<file path="config.mk">
export PLATFORM = sky130hd
export DESIGN_NAME = dual_bank_refresh_scheduler_unit
export DESIGN_NICKNAME = d
export VERILOG_FILES = /design/src/design/dbrs_pkg.sv /design/src/design/dbrs_front.sv /design/src/design/dbrs_queue.sv /design/src/design/dbrs_back.sv /design/src/design/dual_bank_refresh_scheduler_unit.sv
export SDC_FILE = /design/constraint.sdc
export NUM_CORES = 1
export LEC_CHECK = 0
export ABC_AREA = 1
export BUFFER_PORTS_ARGS = -buffer_cell sky130_fd_sc_hd__buf_2
export CAP_MARGIN = 30
export CELL_PAD_IN_SITES_DETAIL_PLACEMENT = 2
export CELL_PAD_IN_SITES_GLOBAL_PLACEMENT = 2
export CORE_MARGIN = 5
export CORE_UTILIZATION = 30
export CTS_CLUSTER_DIAMETER = 60
export DETAILED_ROUTE_END_ITERATION = 16
export PLACE_DENSITY_LB_ADDON = 0.2
export SYNTH_ARGS = -nofsm -noshare
export SYNTH_HDL_FRONTEND = slang
export SYNTH_SLANG_ARGS = --single-unit
</file>
<file path="constraint.sdc">
create_clock -name clock -period 2.75 [get_ports clock]
set_input_delay 0.4125 -clock clock [delete_from_list [all_inputs] [get_ports clock]]
set_output_delay 0.4125 -clock clock [all_outputs]
set_load 0.1 [all_outputs]
</file>
<file path="src/design/dbrs_pkg.sv">
package dbrs_pkg;

   localparam int RANKS = 2;
   localparam int RANK_W = (RANKS > 1) ? $clog2(RANKS) : 1;
   localparam int SLOTS = 3;
   localparam int MASK_W = SLOTS * RANKS;
   localparam int Q_DEPTH = 4;
   localparam int Q_PTR_W = $clog2(Q_DEPTH);
   localparam int Q_CNT_W = $clog2(Q_DEPTH + 1);

   localparam logic [15:0] INTERVAL_RESET = 16'd3904;

   localparam logic CMD_PRECHARGE = 1'b0;
   localparam logic CMD_REFRESH = 1'b1;

   localparam logic [1:0] SLOT_PRE_FIRST = 2'd0;
   localparam logic [1:0] SLOT_PRE_SECOND = 2'd1;
   localparam logic [1:0] SLOT_REFRESH = 2'd2;

   localparam logic REG_INTERVAL = 1'b0;

   typedef struct packed {
      logic [47:0] now;
      logic [31:0] bank_open;
   } req_type;

   typedef struct packed {
      logic       command;
      logic       rank;
      logic [1:0] bank_group;
      logic [1:0] bank;
      logic [1:0] second_group;
      logic       last;
   } rsp_type;

   typedef struct packed {
      logic [MASK_W-1:0]     mask;
      logic [RANKS-1:0][2:0] pair;
   } job_type;

   typedef struct packed {
      logic        write;
      logic [15:0] value;
      logic [15:0] interval;
   } cfg_type;

   function automatic logic bank_bit(input logic [31:0] open_bits, input int r,
                                     input logic [1:0] g, input logic [1:0] b);
      logic [5:0] idx;
      idx = 6'(r * 16) + {2'b00, g, b};
      return idx[5] ? 1'b0 : open_bits[idx[4:0]];
   endfunction

   function automatic logic [15:0] eff_interval(input logic [15:0] iv);
      return (iv == 16'd0) ? 16'd1 : iv;
   endfunction

endpackage

</file>
<file path="src/design/dbrs_front.sv">
module dbrs_front
   import dbrs_pkg::*;
(
   input  logic    clock,
   input  logic    reset,
   input  cfg_type cfg,
   input  logic    req_valid,
   output logic    req_stall,
   input  req_type req_data,
   input  logic    q_full,
   output logic    q_push,
   output job_type q_job
);

   logic [RANKS-1:0][47:0] due_ff, due_in;
   logic [RANKS-1:0][2:0]  pair_ff, pair_in;
   logic [RANKS-1:0]       hit;
   logic [15:0]            iv;
   logic [15:0]            iv_new;
   logic                   accept;
   logic [1:0]             bnk;
   logic [1:0]             g1;

   assign req_stall = q_full;
   assign accept = req_valid && !req_stall;

   always_comb begin
      iv = eff_interval(cfg.interval);
      iv_new = eff_interval(cfg.value);
      due_in = due_ff;
      pair_in = pair_ff;
      q_job = '0;
      bnk = '0;
      g1 = '0;
      for (int r = 0; r < RANKS; r++) begin
         hit[r] = (req_data.now >= due_ff[r]);
         bnk = pair_ff[r][2:1];
         g1 = {pair_ff[r][0], 1'b0};
         q_job.pair[r] = pair_ff[r];
         q_job.mask[SLOTS*r] = hit[r] && bank_bit(req_data.bank_open, r, g1, bnk);
         q_job.mask[SLOTS*r+1] = hit[r] && bank_bit(req_data.bank_open, r, g1 | 2'b01, bnk);
         q_job.mask[SLOTS*r+2] = hit[r];
         if (cfg.write) begin
            due_in[r] = 48'(iv_new) * 48'(r + 1);
            pair_in[r] = 3'd0;
         end else if (accept && hit[r]) begin
            due_in[r] = due_ff[r] + 48'(iv);
            pair_in[r] = pair_ff[r] + 3'd1;
         end
      end
      q_push = accept && (|hit);
   end

   always_ff @(posedge clock) begin
      if (reset) begin
         for (int r = 0; r < RANKS; r++) begin
            due_ff[r] <= 48'(INTERVAL_RESET) * 48'(r + 1);
            pair_ff[r] <= 3'd0;
         end
      end else begin
         due_ff <= due_in;
         pair_ff <= pair_in;
      end
   end

endmodule

</file>
<file path="src/design/dbrs_queue.sv">
module dbrs_queue
   import dbrs_pkg::*;
(
   input  logic    clock,
   input  logic    reset,
   input  logic    push,
   input  job_type push_data,
   input  logic    pop,
   output job_type pop_data,
   output logic    full,
   output logic    empty
);

   job_type              mem_ff [Q_DEPTH];
   logic [Q_PTR_W-1:0]   wr_ptr_ff, wr_ptr_in;
   logic [Q_PTR_W-1:0]   rd_ptr_ff, rd_ptr_in;
   logic [Q_CNT_W-1:0]   count_ff, count_in;

   assign full = (count_ff == Q_CNT_W'(Q_DEPTH));
   assign empty = (count_ff == '0);
   assign pop_data = mem_ff[rd_ptr_ff];

   always_comb begin
      wr_ptr_in = push ? wr_ptr_ff + 1'b1 : wr_ptr_ff;
      rd_ptr_in = pop ? rd_ptr_ff + 1'b1 : rd_ptr_ff;
      count_in = count_ff;
      if (push && !pop) begin
         count_in = count_ff + 1'b1;
      end else if (pop && !push) begin
         count_in = count_ff - 1'b1;
      end
   end

   always_ff @(posedge clock) begin
      if (push) begin
         mem_ff[wr_ptr_ff] <= push_data;
      end
   end

   always_ff @(posedge clock) begin
      if (reset) begin
         wr_ptr_ff <= '0;
         rd_ptr_ff <= '0;
         count_ff <= '0;
      end else begin
         wr_ptr_ff <= wr_ptr_in;
         rd_ptr_ff <= rd_ptr_in;
         count_ff <= count_in;
      end
   end

endmodule

</file>
<file path="src/design/dbrs_back.sv">
module dbrs_back
   import dbrs_pkg::*;
(
   input  logic    clock,
   input  logic    reset,
   input  job_type q_job,
   input  logic    q_empty,
   output logic    q_pop,
   output logic    rsp_valid,
   input  logic    rsp_stall,
   output rsp_type rsp_data
);

   logic                  cur_valid_ff, cur_valid_in;
   logic [MASK_W-1:0]     cur_mask_ff, cur_mask_in;
   logic [RANKS-1:0][2:0] cur_pair_ff, cur_pair_in;
   logic                  rsp_valid_ff, rsp_valid_in;
   rsp_type               rsp_ff, rsp_in;

   logic                  found;
   logic [RANK_W-1:0]     sel_r;
   logic [1:0]            sel_s;
   logic [MASK_W-1:0]     sel_bit;
   logic [MASK_W-1:0]     rem;
   logic [2:0]            pair;
   logic [1:0]            g1;
   logic                  out_free;
   logic                  emit;
   rsp_type               word;

   assign rsp_valid = rsp_valid_ff;
   assign rsp_data = rsp_ff;

   always_comb begin
      found = 1'b0;
      sel_r = '0;
      sel_s = SLOT_PRE_FIRST;
      sel_bit = '0;
      for (int r = 0; r < RANKS; r++) begin
         for (int s = 0; s < SLOTS; s++) begin
            if (!found && cur_mask_ff[SLOTS*r+s]) begin
               found = 1'b1;
               sel_r = RANK_W'(r);
               sel_s = 2'(s);
               sel_bit[SLOTS*r+s] = 1'b1;
            end
         end
      end
      rem = cur_mask_ff & ~sel_bit;
      pair = cur_pair_ff[sel_r];
      g1 = {pair[0], 1'b0};

      word.rank = sel_r[0];
      word.bank = pair[2:1];
      word.last = (rem == '0);
      unique case (sel_s)
         SLOT_PRE_FIRST: begin
            word.command = CMD_PRECHARGE;
            word.bank_group = g1;
            word.second_group = 2'd0;
         end
         SLOT_PRE_SECOND: begin
            word.command = CMD_PRECHARGE;
            word.bank_group = g1 | 2'b01;
            word.second_group = 2'd0;
         end
         SLOT_REFRESH: begin
            word.command = CMD_REFRESH;
            word.bank_group = g1;
            word.second_group = g1 | 2'b01;
         end
         default: begin
            word.command = CMD_REFRESH;
            word.bank_group = g1;
            word.second_group = g1 | 2'b01;
         end
      endcase

      out_free = !rsp_valid_ff || !rsp_stall;
      emit = cur_valid_ff && out_free;
      q_pop = !q_empty && (!cur_valid_ff || (emit && word.last));

      cur_valid_in = cur_valid_ff;
      cur_mask_in = cur_mask_ff;
      cur_pair_in = cur_pair_ff;
      if (q_pop) begin
         cur_valid_in = 1'b1;
         cur_mask_in = q_job.mask;
         cur_pair_in = q_job.pair;
      end else if (emit) begin
         cur_valid_in = !word.last;
         cur_mask_in = rem;
      end

      rsp_in = rsp_ff;
      rsp_valid_in = rsp_valid_ff;
      if (emit) begin
         rsp_in = word;
         rsp_valid_in = 1'b1;
      end else if (out_free) begin
         rsp_valid_in = 1'b0;
      end
   end

   always_ff @(posedge clock) begin
      cur_mask_ff <= cur_mask_in;
      cur_pair_ff <= cur_pair_in;
      rsp_ff <= rsp_in;
      if (reset) begin
         cur_valid_ff <= 1'b0;
         rsp_valid_ff <= 1'b0;
      end else begin
         cur_valid_ff <= cur_valid_in;
         rsp_valid_ff <= rsp_valid_in;
      end
   end

endmodule

</file>
<file path="src/design/dual_bank_refresh_scheduler_unit.sv">
// A tick's words pass the queue, current-job and output registers. Ticks are taken one
// per cycle unless the queue is full; a due rank yields one to three words, one per
// cycle unless stalled, from a four-entry job queue that sets how far ticks may run
// ahead of output. Ticks with no due rank yield no word and never occupy the queue.
// Reset (synchronous): interval 3904, due times (rank+1)*interval, pair indexes 0,
// queue and output empty. An interval write restarts due times and pair indexes alike.
module dual_bank_refresh_scheduler_unit
   import dbrs_pkg::*;
(
   input  logic        clock,
   input  logic        reset,
   input  logic        req_valid,
   output logic        req_stall,
   input  req_type     req_data,
   output logic        rsp_valid,
   input  logic        rsp_stall,
   output rsp_type     rsp_data,
   input  logic        csr_psel,
   input  logic        csr_penable,
   input  logic        csr_pwrite,
   input  logic [2:0]  csr_paddr,
   input  logic [31:0] csr_pwdata,
   output logic [31:0] csr_prdata,
   output logic        csr_pready
);

   logic [15:0] interval_ff, interval_in;
   cfg_type     cfg;
   logic        q_push;
   logic        q_pop;
   logic        q_full;
   logic        q_empty;
   job_type     push_job;
   job_type     pop_job;

   assign csr_pready = 1'b1;
   assign cfg.write = csr_psel && csr_penable && csr_pwrite && csr_pready
                      && (csr_paddr[2] == REG_INTERVAL);
   assign cfg.value = csr_pwdata[15:0];
   assign cfg.interval = interval_ff;
   assign interval_in = cfg.write ? cfg.value : interval_ff;
   assign csr_prdata = (csr_paddr[2] == REG_INTERVAL) ? {16'd0, interval_ff} : 32'd0;

   always_ff @(posedge clock) begin
      if (reset) begin
         interval_ff <= INTERVAL_RESET;
      end else begin
         interval_ff <= interval_in;
      end
   end

   dbrs_front u_front (
      .clock     (clock),
      .reset     (reset),
      .cfg       (cfg),
      .req_valid (req_valid),
      .req_stall (req_stall),
      .req_data  (req_data),
      .q_full    (q_full),
      .q_push    (q_push),
      .q_job     (push_job)
   );

   dbrs_queue u_queue (
      .clock     (clock),
      .reset     (reset),
      .push      (q_push),
      .push_data (push_job),
      .pop       (q_pop),
      .pop_data  (pop_job),
      .full      (q_full),
      .empty     (q_empty)
   );

   dbrs_back u_back (
      .clock     (clock),
      .reset     (reset),
      .q_job     (pop_job),
      .q_empty   (q_empty),
      .q_pop     (q_pop),
      .rsp_valid (rsp_valid),
      .rsp_stall (rsp_stall),
      .rsp_data  (rsp_data)
   );

   a_no_push_when_full: assert property (@(posedge clock) disable iff (reset)
      q_push |-> !q_full)
      else $error("job pushed into full queue");

   a_no_pop_when_empty: assert property (@(posedge clock) disable iff (reset)
      q_pop |-> !q_empty)
      else $error("job popped from empty queue");

   a_precharge_not_last: assert property (@(posedge clock) disable iff (reset)
      (rsp_valid && rsp_data.command == CMD_PRECHARGE) |-> !rsp_data.last)
      else $error("precharge word marked last");

   a_refresh_groups: assert property (@(posedge clock) disable iff (reset)
      (rsp_valid && rsp_data.command == CMD_REFRESH) |->
         (!rsp_data.bank_group[0] && rsp_data.second_group == (rsp_data.bank_group | 2'b01)))
      else $error("refresh word with inconsistent bank groups");

endmodule

</file>
* Word level (Yosys, flattened, before mapping)
Memories as Yosys holds them, arrays and structs flattened. A register that Yosys moved wholly into a read port is not among the register bits. Cells that the tools add are included.
Cells by class: $add $sub $neg 10, order comparisons 7, equal/unequal tests 2, mux-type cells 51, bitwise logic cells 3, reductions and logical operators 49
Operators with widths (count):
- adder 48 x 16 -> 48 bit | 2
- >= comparator 48 bit | 2
- two-way mux 16 bit | 5
- two-way mux 17 bit | 2
- logical NOT 16 bit | 2
- two-way mux 1 bit | 28
- logical AND 1 bit | 21
- logical NOT 1 bit | 13
- adder 5 x 4 -> 6 bit (first input constant) | 2
- < comparator 4 x 6 -> 1 bit (second input constant) | 2
- < comparator 5 x 6 -> 1 bit (second input constant) | 2
- two-way mux 2 bit | 6
- two-way mux 3 bit | 4
- two-way mux 6 bit | 2
- binary-select mux 1 bit (select 5 bit) | 2
- nonzero test 2 bit | 5
- adder 3 x 1 -> 3 bit (second input constant) | 3
- AND 6 bit | 1
- binary-select mux 1 bit (select 3 bit) | 2
- logical NOT 6 bit | 1
- NOT 6 bit | 1
- OR reduction 2 bit | 3
- adder 2 x 1 -> 2 bit (second input constant) | 2
- equality test 3 bit (second input constant) | 1
- 7 further kinds | 8
Storage, ports and cells: flip-flop bits (word level) 148, bits in writable memories 48, bits of input ports 122, output and inout port bits 44, word-level logic and storage cells 145, memories kept 1
Memories:
- u_queue.mem_ff | words 4, width 12, rd ports 1, clocked after Yosys merged registers in 1, wr ports 1, RTL line dbrs_queue.sv:14 | job_type mem_ff [Q_DEPTH];

* Depth between registers and ports, before layout
Gate-level depths: netlist (run 1).
word-level depth 25, mapped depth 24, depth with buffers taken out 24

* Hierarchy
Synthesis (run 1) repeated with hierarchy kept, for this count alone.
Second synthesis, totals: cells, all modules 2579, area total of the unflattened synthesis 16148.0 µm²
By module, submodules not included:
- dbrs_front | times used 1, cells each 2164, area each 11950.2 µm², sequential area each 2042.0 µm²
- dbrs_queue | times used 1, cells each 174, area each 2227.1 µm², sequential area each 1621.6 µm²
- dual_bank_refresh_scheduler_unit | times used 1, cells each 152, area each 1007.2 µm², sequential area each 320.3 µm²
- dbrs_back | times used 1, cells each 89, area each 963.4 µm², sequential area each 640.6 µm²

* Least setup slack after synthesis (run 1)
No wires, ideal clock.
kind reg2reg, start register u_queue.count_ff[0], end register u_queue.count_ff[1], library setup time 0.116 ns, data arrival time 4.375 ns, required time 2.634 ns, setup slack -1.740 ns, stages on the path, launching flop included 12, path buffers 0, clock period less this slack 4.490 ns, cells stage by stage dfxtp_1 -> nor3_1 -> nor2_2 -> nand2_4 -> clkinv_2 -> nor2_1 -> inv_1 -> ha_1 -> inv_1 -> fa_1 -> o21ai_0 -> nor2_1
Between the ends: elaborated cells between the ends (all ways) 16, classes of those cells 2 x add/sub; 1 x eq/ne; 2 x mux; 11 x reduce/logical
RTL lines:
- start, declared | RTL line dbrs_queue.sv:17 | logic [Q_CNT_W-1:0] count_ff, count_in;
- start signal, assigned | RTL line dbrs_queue.sv:48 | count_ff <= count_in;
- equality test 3 bit | RTL line dbrs_queue.sv:19 | assign full = (count_ff == Q_CNT_W'(Q_DEPTH));
- via req_stall | RTL line dual_bank_refresh_scheduler_unit.sv:13 | output logic req_stall,
- logical NOT 1 bit | RTL line dbrs_front.sv:25 | assign accept = req_valid && !req_stall;
- logical AND 1 bit | RTL line dbrs_front.sv:25
- logical AND 1 bit | RTL line dbrs_front.sv:51 | q_push = accept && (|hit);
- via q_push | RTL line dual_bank_refresh_scheduler_unit.sv:29 | logic q_push;
- logical AND 1 bit | RTL line dbrs_queue.sv:27 | if (push && !pop) begin
- two-way mux 3 bit | RTL line dbrs_queue.sv:27
- via u_queue.count_in[1] | RTL line dbrs_queue.sv:17
The timed path passes the listed nets, and every way through them passes these cells. The select of a mux whose other input is x is not followed. A chain may end at the register's enable or synchronous reset.

* Worst setup path after layout (run 1)
start register interval_ff[15], end register u_front.due_ff[64] (netlist name)
Between the ends: longest elaborated chain between the ends 5
RTL lines:
- start, declared | RTL line dual_bank_refresh_scheduler_unit.sv:27 | logic [15:0] interval_ff, interval_in;
- start signal, assigned | RTL line dual_bank_refresh_scheduler_unit.sv:48 | interval_ff <= interval_in;
- logical NOT 16 bit | RTL line dbrs_pkg.sv:55 | return (iv == 16'd0) ? 16'd1 : iv;
- two-way mux 16 bit (*) | RTL line dbrs_pkg.sv:55
- adder 48 x 16 -> 48 bit (*) | RTL line dbrs_front.sv:47 | due_in[r] = due_ff[r] + 48'(iv);
- two-way mux 17 bit (*) | RTL line dbrs_front.sv:46 | end else if (accept && hit[r]) begin
- two-way mux 17 bit (*) | RTL line dbrs_front.sv:43 | if (cfg.write) begin
- end signal, assigned by index | RTL line dbrs_front.sv:57 | due_ff[r] <= 48'(INTERVAL_RESET) * 48'(r + 1);
- end signal, assigned | RTL line dbrs_front.sv:61 | due_ff <= due_in;
- end, declared | RTL line dbrs_front.sv:15 | logic [RANKS-1:0][47:0] due_ff, due_in;
Every way passes the cells marked *; elsewhere a longest branch is shown, timed or not. The select of a mux whose other input is x is not followed.

==> reports/metrics.csv, run 1 <==
stage,metric,value,unit
synthesis,syn_inst,2348,
sta,rsz0062_at_grt,true,
critical_path,required,3150,ps
synthesis,synth.top_cell.area_share,0.182,
min_path,hold_depth,3,
power_and_ir_drop,power_switching_share,0.437,
synthesis,yosysWarnings,0,
outcome,status,"finished, violations left",
synthesis,synth_compound_area_frac,0.124,
synthesis,synthSimpleGateAreaFrac,0.338,
detailed_routing,wl_met2,40700,microns
synthesis,async_reset_ff_frac,0,
power_and_ir_drop,p_per_area,533,mW/mm^2
finish,diodes,0,
synthesis,synth-edff-count,68,
grt,grt_remaining_overflow,0,
detailed_routing,vias,18055,
synthesis,synth_top_family_by_area,simple AND/OR/NAND/NOR gates,
synthesis,ys_seq_elements,197,
synthesis,syn-cell-area,0.0154,sq mm
finish,postLayoutCellArea,0.0215,sq mm
synthesis,ys_types,54,
sta,worst_slew_pin_slew,671,ps
detailed_routing,drc,0,
power_and_ir_drop,clockPowerShare,0.252,
sta,period_share,1.15,
clock_tree,clkTransAtPathRegs,90,ps
clock_tree,cts.sinks,197,
synthesis,seq_area_frac_synth,0.301,
placement,dp_slack,-1130,ps
sta,drv_slew,0,
sta,relSlewSlack,0.548,
synthesis,synth_mux_area_frac,0.000651,
detailed_routing,drt_iter0_drc,857,
critical_path,r2r_cells,21,
placement,place_congestion,0.923,
grt,grt_max_degree,67,
grt,antenna_found_initial,0,
power_and_ir_drop,pwr-share-comb,0.418,
detailed_routing,drt-total-wl,79500,microns
clock_tree,htreeDepth,4,
critical_path,crit_type,flip-flop to flip-flop,
placement,dp.cells,3358,
detailed_routing,detail-route-antenna-nets,0,
clock_tree,worstSkewPairLatency,520,ps
sta,clock.fmax,0.317,GHz
critical_path,cpPeakStageDelay,410,ps
die,fp.dieW,236,microns
grt,grt_pass1_wl,112000,microns
die,fp.coreArea,0.0511,sq mm
clock_tree,cts_buffer_depth,2,
clock_tree,cts_root_buf,clkbuf_16,
finish,layout.filler_cells,5999,
synthesis,syn_avg_cell_area,6.55,sq um
grt,gr-usage-all-layers,0.255,
power_and_ir_drop,ir_drop,0.424,mV
power_and_ir_drop,pwr-share-seq,0.330,
critical_path,crit_path_max_fanout,4,
sta,min_period,3150,ps
detailed_routing,routed.top_layer,met4,
die,die_area,0.0559,sq mm
critical_path,arrival,3560,ps
finish,syn2layout_area_growth,40.0,%
synthesis,synth-xor-area-share,0.0165,
sta,final_hold_viol_count,0,
min_path,hp-class,input pin to flip-flop,
synthesis,synth_fa_ha_area_frac,0.114,
detailed_routing,vias_per_cell,5.25,
job,maxCapViolations,0,
critical_path,crit_chain,inv_1 -> nand4_1 -> o41ai_2 -> buf_4 -> ha_4 -> inv_2 -> fa_2 -> inv_2 -> nand2_4 -> o21ai_4 -> nand2_2 -> nand2_4 -> buf_6 -> nand3_4 -> nand2_4 -> buf_6 -> nand2_2 -> nand3_2 -> nand2_2 -> a21oi_2 -> nor2_1,
detailed_routing,dr.pass1.iters,5,
synthesis,yosysTopAreaCell,nand2_1,
clock_tree,cts_buffers,17,
placement,io_buffers,130,
finish,final_common_cell,nand2_1,
detailed_routing,wl_met1,32700,microns
sta,setup_viol,52,
critical_path,worstSetupStartpointType,flip-flop,
power_and_ir_drop,p_int,6.47,mW
synthesis,ys.flop_type,dfxtp_1,
sta,clock_skew,24.9,ps
finish,instances_no_fill,3442,
grt,grt_pass1_vias,19332,
power_and_ir_drop,p_leak,9.92,nW
detailed_routing,routed-wl-met3,2770,microns
die,die_h,236,microns
finish,nets,3009,
synthesis,yosys-top-cells-area,"nand2_1 18%, dfxtp_1 17%, edfxtp_1 13%, ha_1 11%, inv_1 7.1%",
placement,dp_hpwl,58900,microns
die,initial_utilization,0.301,
finish,drive_gt1_frac,0.312,
clock_tree,cts_tree,done,
die,num_rows,83,
critical_path,slowest_stage,o41ai_2,
placement,post_dp_cell_area,0.0186,sq mm
detailed_routing,wl_per_cell,23.1,microns
finish,final_cell_mix,"647 x nand2_1, 278 x buf_4, 239 x inv_1",
power_and_ir_drop,p_sw,5.02,mW
critical_path,crit_path_end_kind,flip-flop,
die,num_io_pins,166,
outcome,failed_checks,negative setup slack,
sta,layout_setup_ws,-404,ps
-- critical path, delay by kind of cell (launching register included) --
| kind | cells | cell delay, ps |
|---|---|---|
| AOI/OAI and AO/OA | 3 | 770 |
| buffers and inverters | 6 | 660 |
| adders and majority gates | 2 | 470 |
| and+or+nand+nor | 10 | 810 |
| DFF | 1 | 330 |
-- path summary, 6_finish.rpt --
kind	end	slack, ps	startpoint
max	u_front.due_ff[64]	-400	interval_ff[15]
min	interval_ff[0]	190	csr_pwdata[0]
max reg2reg	u_front.due_ff[64]	-400	interval_ff[15]
min reg2reg	u_back.cur_valid_ff	520	u_back.cur_valid_ff
-- final cells by class --
cell class                      count  area [sq um]  share of cell area
Tap cell                          680           851              0.0395
Sequential cell                   197          4690               0.218
Multi-Input combinational cell   1780         10800               0.499
Inverter                          297          1150              0.0534
Clock buffer                       17           425              0.0197
Clock inverter                     15           230              0.0107
Timing Repair Buffer              456          3440               0.160
-- sequential cells by signal, indices dropped and copies added (netlist names), named ones only --
register,cells
interval_ff,16
u_back.cur_mask_ff,6
u_back.cur_pair_ff,6
u_back.cur_valid_ff,1
u_back.rsp_data,8
u_back.rsp_valid,1
u_front.due_ff,96
u_front.q_job,6
u_queue.count_ff,3
u_queue.mem_ff,48
u_queue.rd_ptr_ff,2
u_queue.wr_ptr_ff,2
-- synthesized netlist by cell type (6+ instances only) --
cell type	n
nand2_1	744
inv_1	291
nor2_1	222
a21oi_1	183
nand3_1	161
ha_1	135
dfxtp_1	129
o21ai_0	93
edfxtp_1	68
clkbuf_1	39
nor3_1	39
nand4_1	33
buf_4	23
o22ai_1	22
xor2_1	21
buf_2	15
buf_6	9
o21bai_1	9
o31ai_1	8
xnor2_1	8
o21a_1	7
and2_1	6
and3_1	6
nor2_2	6
o211ai_1	6
-- kinds of logic after synthesis --
group / after synthesis
AND/OR/NAND/NOR: 1246
buffers and inverters: 386
AO/OA/AOI/OAI: 349
flip-flops: 197
adder cells (fa/ha/maj): 138
XOR/XNOR: 29
other: 2
multiplexers: 1
-- repair_timing --
item,4_1_cts,5_1_grt
cloned,0,2
setup endpoints to repair,163,151
pin swaps,83,147
setup buffers,28,35
hold buffers,0,0
gates resized for setup,248,242
-- power by group through the flow --
| stage | clock [mW] | sequential, mW | combinational [mW] |
|---|---|---|---|
| 2_1_floorplan | 0 | 4.16 | 2.25 |
| 6_report | 2.90 | 3.79 | 4.80 |
| 5_1_grt | 3.04 | 3.84 | 5.15 |
| 3_5_place_dp | 0 | 3.85 | 4.09 |
| 3_3_place_gp | 0 | 3.82 | 3.89 |
| 4_1_cts | 2.95 | 3.79 | 4.40 |
-- stage by stage --
step           hold WS (ps)  utilization  power (mW)  TNS [ps]
3_3_place_gp            478        0.365        7.70    -58990
5_1_grt                 207        0.422        12.0    -19130
3_5_place_dp            510        0.365        7.94    -77280
6_report                190        0.422        11.5     -7140
4_1_cts                 161        0.398        11.1     -3800
2_1_floorplan           457            -        6.42    -0.340
-- layer usage --
layer | track usage | vias to the layer above
met4 | 0.103 | 0
met2 | 0.470 | 411
met3 | 0.0305 | 148
met5 | 0 | -
met1 | 0.301 | 9084
li1 | - | 8412
Note: power is estimated with default switching activity, not from simulation.
==> inputs of run 2 (changes only) <==
--- a/config.mk
+++ b/config.mk
@@ -11,7 +11,8 @@
 export CELL_PAD_IN_SITES_DETAIL_PLACEMENT = 2
 export CELL_PAD_IN_SITES_GLOBAL_PLACEMENT = 2
 export CORE_MARGIN = 5
-export CORE_UTILIZATION = 30
+export CORE_UTILIZATION = 31
+export CTS_BUF_LIST = sky130_fd_sc_hd__clkbuf_4
 export CTS_CLUSTER_DIAMETER = 60
 export DETAILED_ROUTE_END_ITERATION = 16
 export PLACE_DENSITY_LB_ADDON = 0.2
==> run 2 against run 1 <==
The run still ends with negative setup slack left. Sequential cell count stayed put. Largest cell class unchanged. First-iteration DRC count grew 45%. Utilization is 2.0 points higher. Non-clock buffer count up 51. Clock skew is 33 ps higher. Clock power down 33%. Die area fell by 3.1%. Final area up 0.50%. Critical path type unchanged. Sequential power is essentially flat. Routed wire length is 15% higher. Combinational power rose by 10%.
==> reports/metrics.csv, run 2 (synthesis results as in run 1) <==
stage,metric,value,unit,change
outcome,status,"finished, violations left",,unchanged
outcome,failed_checks,negative setup slack,,unchanged
finish,syn2layout_area_growth,40.7,%,was 40.0%
clock_tree,cts_buffers,17,,unchanged
sta,worst_slew_pin_slew,764,ps,was 671 ps
finish,largest_reg_flops,96,,unchanged
detailed_routing,drc,0,,unchanged
critical_path,crit_chain,inv_2 -> nand4_1 -> o41ai_2 -> buf_4 -> ha_4 -> inv_4 -> fa_2 -> inv_2 -> nand2_4 -> o21ai_4 -> nand2_1 -> nand2_2 -> buf_6 -> nand2_4 -> nand2_4 -> nand2_4 -> nor2_4 -> nand4_1 -> nand2_1 -> nor2_1,,was inv_1 -> nand4_1 -> o41ai_2 -> buf_4 -> ha_4 -> inv_2 -> fa_2 -> inv_2 -> nand2_4 -> o21ai_4 -> nand2_2 -> nand2_4 -> buf_6 -> nand3_4 -> nand2_4 -> buf_6 -> nand2_2 -> nand3_2 -> nand2_2 -> a21oi_2 -> nor2_1
clock_tree,cts_tree,done,,unchanged
finish,max_flop_register,u_front.due_ff,,unchanged
sta,drv_slew,0,,unchanged
sta,min_period,3450,ps,was 3150 ps
power_and_ir_drop,power_switching_share,0.479,,was 0.437
die,num_io_pins,166,,unchanged
job,maxCapViolations,0,,unchanged
clock_tree,cts.sinks,197,,unchanged
die,fp.coreArea,0.0491,sq mm,was 0.0511 sq mm
finish,multi_input_area,0.0108,sq mm,about the same
sta,hold_ws,128,ps,was 190 ps
placement,place_congestion,0.920,,was 0.923
finish,instances_no_fill,3479,,was 3442
grt,gr-usage-all-layers,0.285,,was 0.255
power_and_ir_drop,p_int,5.76,mW,was 6.47 mW
clock_tree,worstSkewPairLatency,860,ps,was 520 ps
critical_path,crit_path_end_kind,flip-flop,,unchanged
sta,rsz0062_at_grt,true,,unchanged
grt,antenna_found_initial,2,,was 0
finish,final_common_cell,nand2_1,,unchanged
power_and_ir_drop,clockPowerShare,0.175,,was 0.252
sta,layout_setup_ws,-695,ps,was -404 ps
placement,post_dp_cell_area,0.0188,sq mm,was 0.0186 sq mm
critical_path,slowest_stage,o41ai_2,,unchanged
placement,dp_slack,-583,ps,was -1130 ps
sta,relSlewSlack,0.490,,was 0.548
power_and_ir_drop,pwr-share-comb,0.480,,was 0.418
clock_tree,clkTransAtPathRegs,210,ps,was 90 ps
critical_path,required,3480,ps,was 3150 ps
grt,use_met1,0.337,,was 0.301
finish,nets,3060,,was 3009
critical_path,crit_top_cell,nand2_4,,
clock_tree,htreeDepth,4,,unchanged
grt,grt_pass1_wl,119000,microns,was 112000 microns
power_and_ir_drop,p_leak,10.0,nW,was 9.92 nW
sta,final_hold_viol_count,0,,unchanged
finish,reg_top3,"u_front.due_ff (96), u_queue.mem_ff (48), interval_ff (16)",,unchanged
detailed_routing,dr.pass1.iters,5,,unchanged
detailed_routing,drt-total-wl,91000,microns,was 79500 microns
sta,clock.fmax,0.290,GHz,was 0.317 GHz
critical_path,crit_type,flip-flop to flip-flop,,unchanged
detailed_routing,vias,19075,,was 18055
critical_path,worstSetupStartpointType,flip-flop,,unchanged
sta,period_share,1.25,,was 1.15
power_and_ir_drop,p_sw,5.29,mW,was 5.02 mW
clock_tree,cts_buffer_depth,2,,unchanged
finish,drive_gt1_frac,0.323,,was 0.312
sta,setup_tns,-32270,ps,was -7140 ps
power_and_ir_drop,p_per_area,511,mW/mm^2,was 533 mW/mm^2
die,num_rows,81,,was 83
detailed_routing,wl_per_cell,26.2,microns,was 23.1 microns
grt,grt_pass1_vias,20193,,was 19332
die,die_h,233,microns,was 236 microns
critical_path,arrival,4180,ps,was 3560 ps
grt,grt_remaining_overflow,0,,unchanged
grt,met2_usage,0.515,,was 0.470
detailed_routing,detail-route-antenna-nets,0,,unchanged
grt,grt-busiest-layer,met2,,unchanged
finish,regArea,0.00468,sq mm,was 0.00469 sq mm
die,fp.dieW,233,microns,was 236 microns
placement,dp_hpwl,59200,microns,was 58900 microns
placement,io_buffers,130,,unchanged
critical_path,crit_path_max_fanout,4,,unchanged
die,die_area,0.0542,sq mm,was 0.0559 sq mm
detailed_routing,vias_per_cell,5.48,,was 5.25
finish,final_cell_mix,"624 x nand2_1, 299 x buf_4, 263 x inv_1",,"was 647 x nand2_1, 278 x buf_4, 239 x inv_1"
critical_path,cpPeakStageDelay,470,ps,was 410 ps
power_and_ir_drop,ir_drop,0.329,mV,was 0.424 mV
sta,setup_viol,116,,was 52
critical_path,critPathTopFamily,simple AND/OR/NAND/NOR gates,,unchanged
sta,clock_skew,57.6,ps,was 24.9 ps
critical_path,cp.buffers_inverters,5,,was 6
grt,grt_max_degree,62,,was 67
placement,dp.cells,3373,,was 3358
finish,postLayoutCellArea,0.0217,sq mm,was 0.0215 sq mm
min_path,hp-class,input pin to flip-flop,,unchanged
clock_tree,cts_root_buf,clkbuf_4,,was clkbuf_16
die,initial_utilization,0.314,,was 0.301
power_and_ir_drop,pwr-share-seq,0.346,,was 0.330
finish,layout.filler_cells,5804,,was 5999
detailed_routing,drt_iter0_drc,1243,,was 857
grt,met3_usage,0.0365,,was 0.0305
-- run 2: worst min-delay path: cells and delay by family --
family	cells	cell delay (ps)
AND/OR/NAND/NOR	5	330
buffers and inverters	2	170
-- run 2: through the flow --
stage | power (mW) | util
final | 11.1 | 0.441
after global routing | 11.5 | 0.441
after CTS | 10.1 | 0.411
after detailed placement | 7.91 | 0.383
after global placement | 7.66 | 0.383
after floorplan | 6.42 | -
-- run 2: worst paths after layout --
path / start / endpoint / slack, ps / cells past startpoint
min reg2reg: u_back.cur_valid_ff / u_back.cur_valid_ff / 550 / 2
max reg2reg: interval_ff[1] / u_front.due_ff[84] / -700 / 20
max: interval_ff[1] / u_front.due_ff[84] / -700 / 20
min: req_valid / u_front.due_ff[84] / 130 / 7
-- run 2: repair_timing --
action	in CTS	in global routing
gates resized for setup	222	298
hold buffers	17	0
gates cloned	0	2
pin swaps	89	160
hold endpoints to repair	18	0
setup buffers	30	43
setup endpoints to repair	135	146
-- run 2: area by class of cell --
type / count / area share
Timing Repair Buffer: 507 / 0.179
Clock inverter: 15 / 0.00896
Sequential cell: 197 / 0.216
Multi-Input combinational cell: 1780 / 0.499
Tap cell: 664 / 0.0384
Antenna cell: 2 / 0.000231
Inverter: 297 / 0.0526
Clock buffer: 17 / 0.00589
-- run 2: power by group through the flow --
stage                     logic, mW  registers [mW]  clock network, mW
after floorplan                2.25            4.16                  0
after global placement         3.85            3.81                  0
after detailed placement       4.07            3.85                  0
after CTS                      4.36            3.79               1.92
after global routing           5.55            3.86               2.07
final                          5.30            3.82               1.93
-- run 2: routing by layer --
metal | part of all wire | wire length [microns]
met1 | 0.39 | 35400
met2 | 0.50 | 45700
met3 | 0.047 | 4260
met4 | 0.063 | 5700
met5 | 0 | 0
